==> src/rtl/ttpi_pkg.sv <==
package ttpi_pkg;

    localparam int CHANNELS         = 4;
    localparam int THRUST_W         = 17;
    localparam int DUTY_W           = 10;
    localparam int TABLE_SLOTS      = 16;
    localparam int SEG_W            = $clog2(TABLE_SLOTS);
    localparam int CURVE_POINTS_DEF = 8;

    // Offset inside the widest segment (11141 steps) and reciprocal format.
    localparam int OFF_W       = 14;
    localparam int RECIP_SHIFT = 27;
    localparam int RECIP_W     = 25;
    localparam int PROD_W      = OFF_W + RECIP_W;

    typedef logic signed [THRUST_W-1:0] t_thrust;
    typedef logic        [DUTY_W-1:0]   t_duty;

    // Curve breakpoints: thrust in Q1.16 newtons, PWM counts.
    localparam longint CT0 = 0;
    localparam longint CT1 = 11141;
    localparam longint CT2 = 16384;
    localparam longint CT3 = 19005;
    localparam longint CT4 = 20972;
    localparam longint CT5 = 22282;
    localparam longint CT6 = 22938;
    localparam longint CT7 = 23593;

    localparam longint CP0 = 310;
    localparam longint CP1 = 420;
    localparam longint CP2 = 520;
    localparam longint CP3 = 620;
    localparam longint CP4 = 720;
    localparam longint CP5 = 820;
    localparam longint CP6 = 920;
    localparam longint CP7 = 1020;

    localparam t_thrust CURVE_THRUST [TABLE_SLOTS] = '{
        THRUST_W'(CT0), THRUST_W'(CT1), THRUST_W'(CT2), THRUST_W'(CT3),
        THRUST_W'(CT4), THRUST_W'(CT5), THRUST_W'(CT6), THRUST_W'(CT7),
        '0, '0, '0, '0, '0, '0, '0, '0
    };

    localparam t_duty CURVE_PWM [TABLE_SLOTS] = '{
        DUTY_W'(CP0), DUTY_W'(CP1), DUTY_W'(CP2), DUTY_W'(CP3),
        DUTY_W'(CP4), DUTY_W'(CP5), DUTY_W'(CP6), DUTY_W'(CP7),
        '0, '0, '0, '0, '0, '0, '0, '0
    };

    // Per segment (indexed by its upper point): ceil(pwm_span * 2^S / thrust_span).
    // With span^2 <= 2^S, (off * recip) >> S equals floor(pwm_span * off / span)
    // for every off in [0, span]. Segments that can never match hold zero.
    localparam logic [RECIP_W-1:0] SEG_RECIP [TABLE_SLOTS] = '{
        '0,
        RECIP_W'((((CP1 - CP0) << RECIP_SHIFT) + (CT1 - CT0) - 1) / (CT1 - CT0)),
        RECIP_W'((((CP2 - CP1) << RECIP_SHIFT) + (CT2 - CT1) - 1) / (CT2 - CT1)),
        RECIP_W'((((CP3 - CP2) << RECIP_SHIFT) + (CT3 - CT2) - 1) / (CT3 - CT2)),
        RECIP_W'((((CP4 - CP3) << RECIP_SHIFT) + (CT4 - CT3) - 1) / (CT4 - CT3)),
        RECIP_W'((((CP5 - CP4) << RECIP_SHIFT) + (CT5 - CT4) - 1) / (CT5 - CT4)),
        RECIP_W'((((CP6 - CP5) << RECIP_SHIFT) + (CT6 - CT5) - 1) / (CT6 - CT5)),
        RECIP_W'((((CP7 - CP6) << RECIP_SHIFT) + (CT7 - CT6) - 1) / (CT7 - CT6)),
        '0, '0, '0, '0, '0, '0, '0, '0
    };

endpackage

==> src/rtl/ttpi_if.sv <==
interface ttpi_thrust_if import ttpi_pkg::*; ();
    logic    valid;
    logic    ready;
    t_thrust thrust_a;
    t_thrust thrust_b;
    t_thrust thrust_c;
    t_thrust thrust_d;

    modport source (output valid, output thrust_a, output thrust_b,
                    output thrust_c, output thrust_d, input ready);
    modport sink   (input valid, input thrust_a, input thrust_b,
                    input thrust_c, input thrust_d, output ready);
endinterface

interface ttpi_duty_if import ttpi_pkg::*; ();
    logic  valid;
    logic  ready;
    t_duty duty_a;
    t_duty duty_b;
    t_duty duty_c;
    t_duty duty_d;

    modport source (output valid, output duty_a, output duty_b,
                    output duty_c, output duty_d, input ready);
    modport sink   (input valid, input duty_a, input duty_b,
                    input duty_c, input duty_d, output ready);
endinterface

==> src/rtl/thrust_to_pwm_interpolator.sv <==
// Four-channel thrust-to-PWM converter by piecewise linear interpolation.
// Input channel i_thrust carries four signed Q1.16 thrusts per item; output
// channel o_duty carries the four 10-bit PWM duties. Both are valid/ready;
// an item moves at a clock edge with valid and ready high.
// Each item gives exactly one result item, in order.
// Path: an accepted item goes into the input register, then through one
// compute pass into the result register.
// Throughput: one item per cycle unless o_duty stalls; each channel does one
// table search, one 14x25 reciprocal multiply and one add per pass.
// Zero thrust gives duty 0. A thrust that no curve segment brackets
// (negative or above the top breakpoint) repeats the channel's last duty.
// Reset (i_rst_n low, synchronous) empties both stages and clears the held
// duties to zero.
// When the receiver stalls, the result register holds its item, one more
// item waits in the input register, and i_thrust.ready drops until o_duty
// is taken.
module thrust_to_pwm_interpolator import ttpi_pkg::*; #(
    parameter int CURVE_POINTS = CURVE_POINTS_DEF
) (
    input  logic          i_clk,
    input  logic          i_rst_n,
    ttpi_thrust_if.sink   i_thrust,
    ttpi_duty_if.source   o_duty
);

    // Input stage: one registered item.
    logic    r_in_vld;
    t_thrust r_thr [CHANNELS];

    // Result stage: the duties are also the held per-channel state.
    logic    r_out_vld;
    t_duty   r_duty [CHANNELS];
    t_duty   n_duty [CHANNELS];

    logic    advance;
    logic    in_ready;

    // Map one thrust to a duty; prev is the channel's last duty.
    function automatic t_duty f_interp(t_thrust t, t_duty prev);
        logic                      hit;
        logic [SEG_W-1:0]          seg;
        logic [SEG_W-1:0]          lo_idx;
        logic signed [THRUST_W:0]  off_full;
        logic [OFF_W-1:0]          off;
        logic [PROD_W-1:0]         prod;
        t_duty                     res;
        hit = 1'b0;
        seg = '0;
        // Scan from the top so the lowest bracketing segment wins.
        for (int k = CURVE_POINTS - 1; k >= 1; k--) begin
            if (CURVE_THRUST[k-1] <= t && CURVE_THRUST[k] >= t) begin
                hit = 1'b1;
                seg = SEG_W'(k);
            end
        end
        lo_idx   = seg - SEG_W'(1);
        off_full = (THRUST_W+1)'(t) - (THRUST_W+1)'(CURVE_THRUST[lo_idx]);
        off      = off_full[OFF_W-1:0];
        prod     = PROD_W'(off) * PROD_W'(SEG_RECIP[seg]);
        res      = CURVE_PWM[lo_idx] + prod[RECIP_SHIFT +: DUTY_W];
        if (t == '0) begin
            return '0;
        end else if (hit) begin
            return res;
        end else begin
            return prev;
        end
    endfunction

    // Advance when the result register is empty or being drained.
    assign advance  = r_in_vld && (!r_out_vld || o_duty.ready);
    assign in_ready = !r_in_vld || advance;
    assign i_thrust.ready = in_ready;

    always_ff @(posedge i_clk) begin
        if (!i_rst_n) begin
            r_in_vld <= 1'b0;
        end else if (in_ready) begin
            r_in_vld <= i_thrust.valid;
        end
    end

    // Capture the payload on accept; no reset needed.
    always_ff @(posedge i_clk) begin
        if (in_ready && i_thrust.valid) begin
            r_thr[0] <= i_thrust.thrust_a;
            r_thr[1] <= i_thrust.thrust_b;
            r_thr[2] <= i_thrust.thrust_c;
            r_thr[3] <= i_thrust.thrust_d;
        end
    end

    always_comb begin
        for (int i = 0; i < CHANNELS; i++) begin
            n_duty[i] = f_interp(r_thr[i], r_duty[i]);
        end
    end

    // The result register doubles as the held duty, so it is reset.
    always_ff @(posedge i_clk) begin
        if (!i_rst_n) begin
            r_out_vld <= 1'b0;
            for (int i = 0; i < CHANNELS; i++) begin
                r_duty[i] <= '0;
            end
        end else begin
            if (advance) begin
                r_out_vld <= 1'b1;
                for (int i = 0; i < CHANNELS; i++) begin
                    r_duty[i] <= n_duty[i];
                end
            end else if (o_duty.ready) begin
                r_out_vld <= 1'b0;
            end
        end
    end

    assign o_duty.valid  = r_out_vld;
    assign o_duty.duty_a = r_duty[0];
    assign o_duty.duty_b = r_duty[1];
    assign o_duty.duty_c = r_duty[2];
    assign o_duty.duty_d = r_duty[3];

    // A waiting item moves on whenever the result register can take it.
    a_moves_when_free: assert property (@(posedge i_clk) disable iff (!i_rst_n)
        (r_in_vld && (!r_out_vld || o_duty.ready)) |=> r_out_vld)
        else $error("input item did not reach result register");

    // Held duties change only when an item passes.
    a_held_stable: assert property (@(posedge i_clk) disable iff (!i_rst_n)
        !advance |=> ($stable(r_duty[0]) && $stable(r_duty[1]) &&
                      $stable(r_duty[2]) && $stable(r_duty[3])))
        else $error("held duty changed without an item");

    // Zero thrust on channel a forces duty zero.
    a_zero_thrust: assert property (@(posedge i_clk) disable iff (!i_rst_n)
        (advance && r_thr[0] == '0) |=> (r_duty[0] == '0))
        else $error("zero thrust did not give zero duty");

    // Negative thrust on channel b repeats its last duty.
    a_negative_holds: assert property (@(posedge i_clk) disable iff (!i_rst_n)
        (advance && r_thr[1][THRUST_W-1]) |=> (r_duty[1] == $past(r_duty[1])))
        else $error("negative thrust did not hold duty");

    // No duty on channels c and d goes above the top of the curve.
    a_duty_bound: assert property (@(posedge i_clk) disable iff (!i_rst_n)
        r_out_vld |-> (r_duty[2] <= DUTY_W'(CP7) && r_duty[3] <= DUTY_W'(CP7)))
        else $error("duty above top breakpoint");

endmodule
==> src/flat_wrapper.sv <==
// flat-port wrapper written by rule: the top's interface ports become plain ports
module thrust_to_pwm_interpolator_flat import ttpi_pkg::*;
#(
    parameter int CURVE_POINTS = CURVE_POINTS_DEF
)
  (i_clk, i_rst_n, i_thrust_valid, i_thrust_thrust_a, i_thrust_thrust_b, i_thrust_thrust_c, i_thrust_thrust_d, i_thrust_ready, o_duty_valid, o_duty_duty_a, o_duty_duty_b, o_duty_duty_c, o_duty_duty_d, o_duty_ready);
  ttpi_thrust_if i_thrust_i ();
  ttpi_duty_if o_duty_i ();
  input  logic i_clk;
  input  logic i_rst_n;
  input wire logic [$bits(i_thrust_i.valid)-1:0] i_thrust_valid;
  input wire logic [$bits(i_thrust_i.thrust_a)-1:0] i_thrust_thrust_a;
  input wire logic [$bits(i_thrust_i.thrust_b)-1:0] i_thrust_thrust_b;
  input wire logic [$bits(i_thrust_i.thrust_c)-1:0] i_thrust_thrust_c;
  input wire logic [$bits(i_thrust_i.thrust_d)-1:0] i_thrust_thrust_d;
  output wire logic [$bits(i_thrust_i.ready)-1:0] i_thrust_ready;
  output wire logic [$bits(o_duty_i.valid)-1:0] o_duty_valid;
  output wire logic [$bits(o_duty_i.duty_a)-1:0] o_duty_duty_a;
  output wire logic [$bits(o_duty_i.duty_b)-1:0] o_duty_duty_b;
  output wire logic [$bits(o_duty_i.duty_c)-1:0] o_duty_duty_c;
  output wire logic [$bits(o_duty_i.duty_d)-1:0] o_duty_duty_d;
  input wire logic [$bits(o_duty_i.ready)-1:0] o_duty_ready;
  assign i_thrust_i.valid = i_thrust_valid;
  assign i_thrust_i.thrust_a = i_thrust_thrust_a;
  assign i_thrust_i.thrust_b = i_thrust_thrust_b;
  assign i_thrust_i.thrust_c = i_thrust_thrust_c;
  assign i_thrust_i.thrust_d = i_thrust_thrust_d;
  assign i_thrust_ready = i_thrust_i.ready;
  assign o_duty_valid = o_duty_i.valid;
  assign o_duty_duty_a = o_duty_i.duty_a;
  assign o_duty_duty_b = o_duty_i.duty_b;
  assign o_duty_duty_c = o_duty_i.duty_c;
  assign o_duty_duty_d = o_duty_i.duty_d;
  assign o_duty_i.ready = o_duty_ready;
  thrust_to_pwm_interpolator #(.CURVE_POINTS(CURVE_POINTS)) u_core (.i_clk(i_clk), .i_rst_n(i_rst_n), .i_thrust(i_thrust_i), .o_duty(o_duty_i));
endmodule
==> config.mk <==
export PLATFORM = sky130hd
export DESIGN_NAME = thrust_to_pwm_interpolator_flat
export DESIGN_NICKNAME = d
export VERILOG_FILES = /design/src/rtl/ttpi_pkg.sv /design/src/rtl/ttpi_if.sv /design/src/rtl/thrust_to_pwm_interpolator.sv /design/src/flat_wrapper.sv
export SDC_FILE = /design/constraint.sdc
export NUM_CORES = 2
export LEC_CHECK = 0
export ABC_AREA = 1
export BUFFER_PORTS_ARGS = -buffer_cell sky130_fd_sc_hd__buf_4
export CAP_MARGIN = 40
export CORE_MARGIN = 4
export CORE_UTILIZATION = 43
export DETAILED_ROUTE_END_ITERATION = 7
export PLACE_DENSITY = 0.68
export SYNTH_ARGS = -nofsm -noshare
export SYNTH_HDL_FRONTEND = slang
export SYNTH_SLANG_ARGS = --single-unit
==> constraint.sdc <==
create_clock -name i_clk -period 20.4 [get_ports i_clk]
set_clock_uncertainty 0.05 [all_clocks]
set_input_delay 1.02 -clock i_clk [delete_from_list [all_inputs] [get_ports i_clk]]
set_output_delay 1.02 -clock i_clk [all_outputs]
set_load 0.005 [all_outputs]
==> out/results.tsv <==
metric	value	unit
CTS resizes	0	
latest clock arrival within the worst-skew pair	430	ps
Placement Rows	128	
RSZ-0062 raised after global routing	false	
Residual DRC	0	
met3 usage	7.01	%
area occupied by multi-input gates	42700	sq um
H-tree depth	3	
number of setup violations in the final report	0	
CTS Buf Count	9	
crit path capture type	register	
Seq/Total Area, Yosys	6.24	%
gr usage total	28.1	%
FF-to-FF path depth	65	
Slowest cell on crit path	edfxtp_1	
top cells by area, synth	fa_1 42%, ha_1 11%, inv_1 11%	
r2r endpoint	u_core.r_duty[0][29]	
Period minus WS final	13960	ps
area leader, netlist	fa_1	
root buf cell	clkbuf_16	
Die Span X	358	um
Endpoint, Worst Hold	u_core.o_duty.valid	
Placeable Area	122000	sq um
largest net degree at the start of global routing	58	
Post-Syn Area per Cell	7.82	sq um
ys async rst share	0	%
startpoint types	register	
grt ovf	0	
Setup Buffers After CTS	0	
Die ar.	128000	sq um
Max stage delay on crit path	580	ps
Final Max Slew Viols	0	
Post-DP HPWL	149000	um
wirelength, routed	175000	um
min-delay src	u_core.r_in_vld	
fin crit share	68.4	%
Mapped Area	52600	sq um
Worst Path Arrival	14100	ps
Initial Util	43.3	%
cell count along the critical path	65	
Mapped Cells	6723	
Seq cells post-synth	110	
EDFF count, synth	108	
flop2flop setup slack	6440	ps
Area Growth Syn to Fin	6.22	%
top-count cell post-synth	inv_1	
layout cells sized above 1	4.86	%
hold depth	2	
Layout Nets	8449	
Top FF cell, synth	edfxtp_1	
vias in the first global route	48126	
Port Buffer Count	113	
top-area cell type share of the netlist area	41.6	%
wire per inst	20.7	um
global-route wire length before repair	277000	um
critical path peak fanout	11	
Netlist cell types	66	
Setup TNS	0	ps
Reg area	3280	sq um
Min-Delay Path Class	register to register	
ANT nets after route	0	
Slew HR	30.5	%
IO Pins	114	
clock transition at the registers of the reported paths	100	ps
Top Usage Layer GRT	met2	
vias	45528	
maxcap violations	0	
fmax	0.0717	GHz
yosys warns	0	
Syn Nets	8365	
TritonCTS clock tree	yes	
hold_buf cts	0	
routing usage on met2	43.7	%
delay-heaviest family, CP	adder cells	
Fillers	12128	
die height	358	um
kind of critical path	register to register	
outcome	complete, no violations	
initial antenna violation count	5	
DR pass1 iterations	8	
CP dominant cell by count	nand2_1	
endpoints failing hold	0	
top cells by count, synth	1583 x inv_1, 1388 x nand2_1, 1092 x fa_1, 839 x nor2_1, 478 x ha_1	
worst-margin pin slew	1040	ps
drt first-iter violations	3965	
CTS Sinks	110	
reg-to-reg startpoint	u_core.r_thr[2][1]	
worst path buffer plus inverter count	9	
Max Root-Sink Buffers	2	
CP required	20550	ps
global placement routability congestion	1.05	
GR Util met1	37.8	%
Vias/cell	5.40	
-- per-layer routing --
metal / part of all wire, % / routed length, um
met4: 5.0 / 8660
met5: 0.019 / 34
met2: 44 / 76500
met1: 41 / 71200
met3: 10 / 18300
-- final cells by class --
class / instances / share of cell area, %
clock inverter: 7 / 0.168
timing repair buffer: 169 / 2.34
inverter: 1664 / 11.2
tap: 1625 / 3.64
multi-input combinational: 4853 / 76.4
sequential: 110 / 5.88
antenna: 1 / 0.00448
clock buffer: 9 / 0.403
-- cell families (layout without fill, tap and decap cells) --
logic type / after synthesis / after routing / share of synthesized area [%]
AO/OA/AOI/OAI: 581 / 581 / 6.25
XOR/XNOR: 89 / 89 / 1.48
adder cells (fa/ha/maj): 1570 / 1570 / 52.9
buffers and inverters: 1760 / 1849 / 12.6
flip-flops: 110 / 110 / 6.24
other: 0 / 1 / 0
AND/OR/NAND/NOR: 2613 / 2613 / 20.4
-- how the worst max path moves through the flow --
stage / from / to
after CTS: u_core.r_thr[2][1] / u_core.r_duty[0][29]
after floorplan: u_core.r_thr[3][5] / u_core.r_duty[0][39]
after global placement: u_core.r_thr[3][5] / u_core.r_duty[0][39]
after global routing: u_core.r_thr[1][13] / u_core.r_duty[0][19]
after detailed placement: u_core.r_thr[2][1] / u_core.r_duty[0][29]
final: u_core.r_thr[2][1] / u_core.r_duty[0][29]
-- metrics by stage --
stage	util, %	worst slack (ps)	std cells	hold WS (ps)	cell area, sq um
2_1_floorplan	-	8890	6723	390	52600
3_3_place_gp	45.6	6230	8414	405	55400
3_5_place_dp	45.7	6740	8421	414	55500
4_1_cts	45.9	6680	8437	428	55900
5_1_grt	45.9	5500	8437	460	55900
6_report	45.9	6440	8438	426	55900
-- worst register-to-register path, delay by kind of cell (launching register included) --
family	cells	cell delay (ps)
buf+inv	9	1100
compound gates	15	3140
simple gates	27	3530
fa+ha+maj	11	4800
xor+xnor	3	520
flops	1	580
-- state kept, by name, indices dropped and copies added (netlist names) --
register	count
u_core.r_thr	68
u_core.r_duty	40
u_core.o_duty.valid	1
u_core.r_in_vld	1
-- cell usage in the layout, fill, tap and decap left out, drive strengths merged, types with 2 or more instances in the layout --
master / count
buf: 169
o21a: 13
or2: 5
o21ai: 196
xnor2: 15
fa: 1092
o221a: 3
clkbuf: 9
o221ai: 2
a2111oi: 4
o21bai: 18
a21o: 11
o2111ai: 5
nor2: 866
xor2: 74
a221oi: 3
inv: 1630
nand4: 53
edfxtp: 108
o41ai: 2
nand2: 1420
a21oi: 258
and2: 4
nand3: 140
nor3: 78
o22ai: 2
dfxtp: 2
nand3b: 15
clkinv: 41
a211oi: 11
nor3b: 3
nor4: 25
o31ai: 11
o211ai: 13
ha: 478
a31oi: 21
a21boi: 5
Power is not shown: default switching activity piles up to over one toggle a cycle in this logic, so the estimate is an artifact.
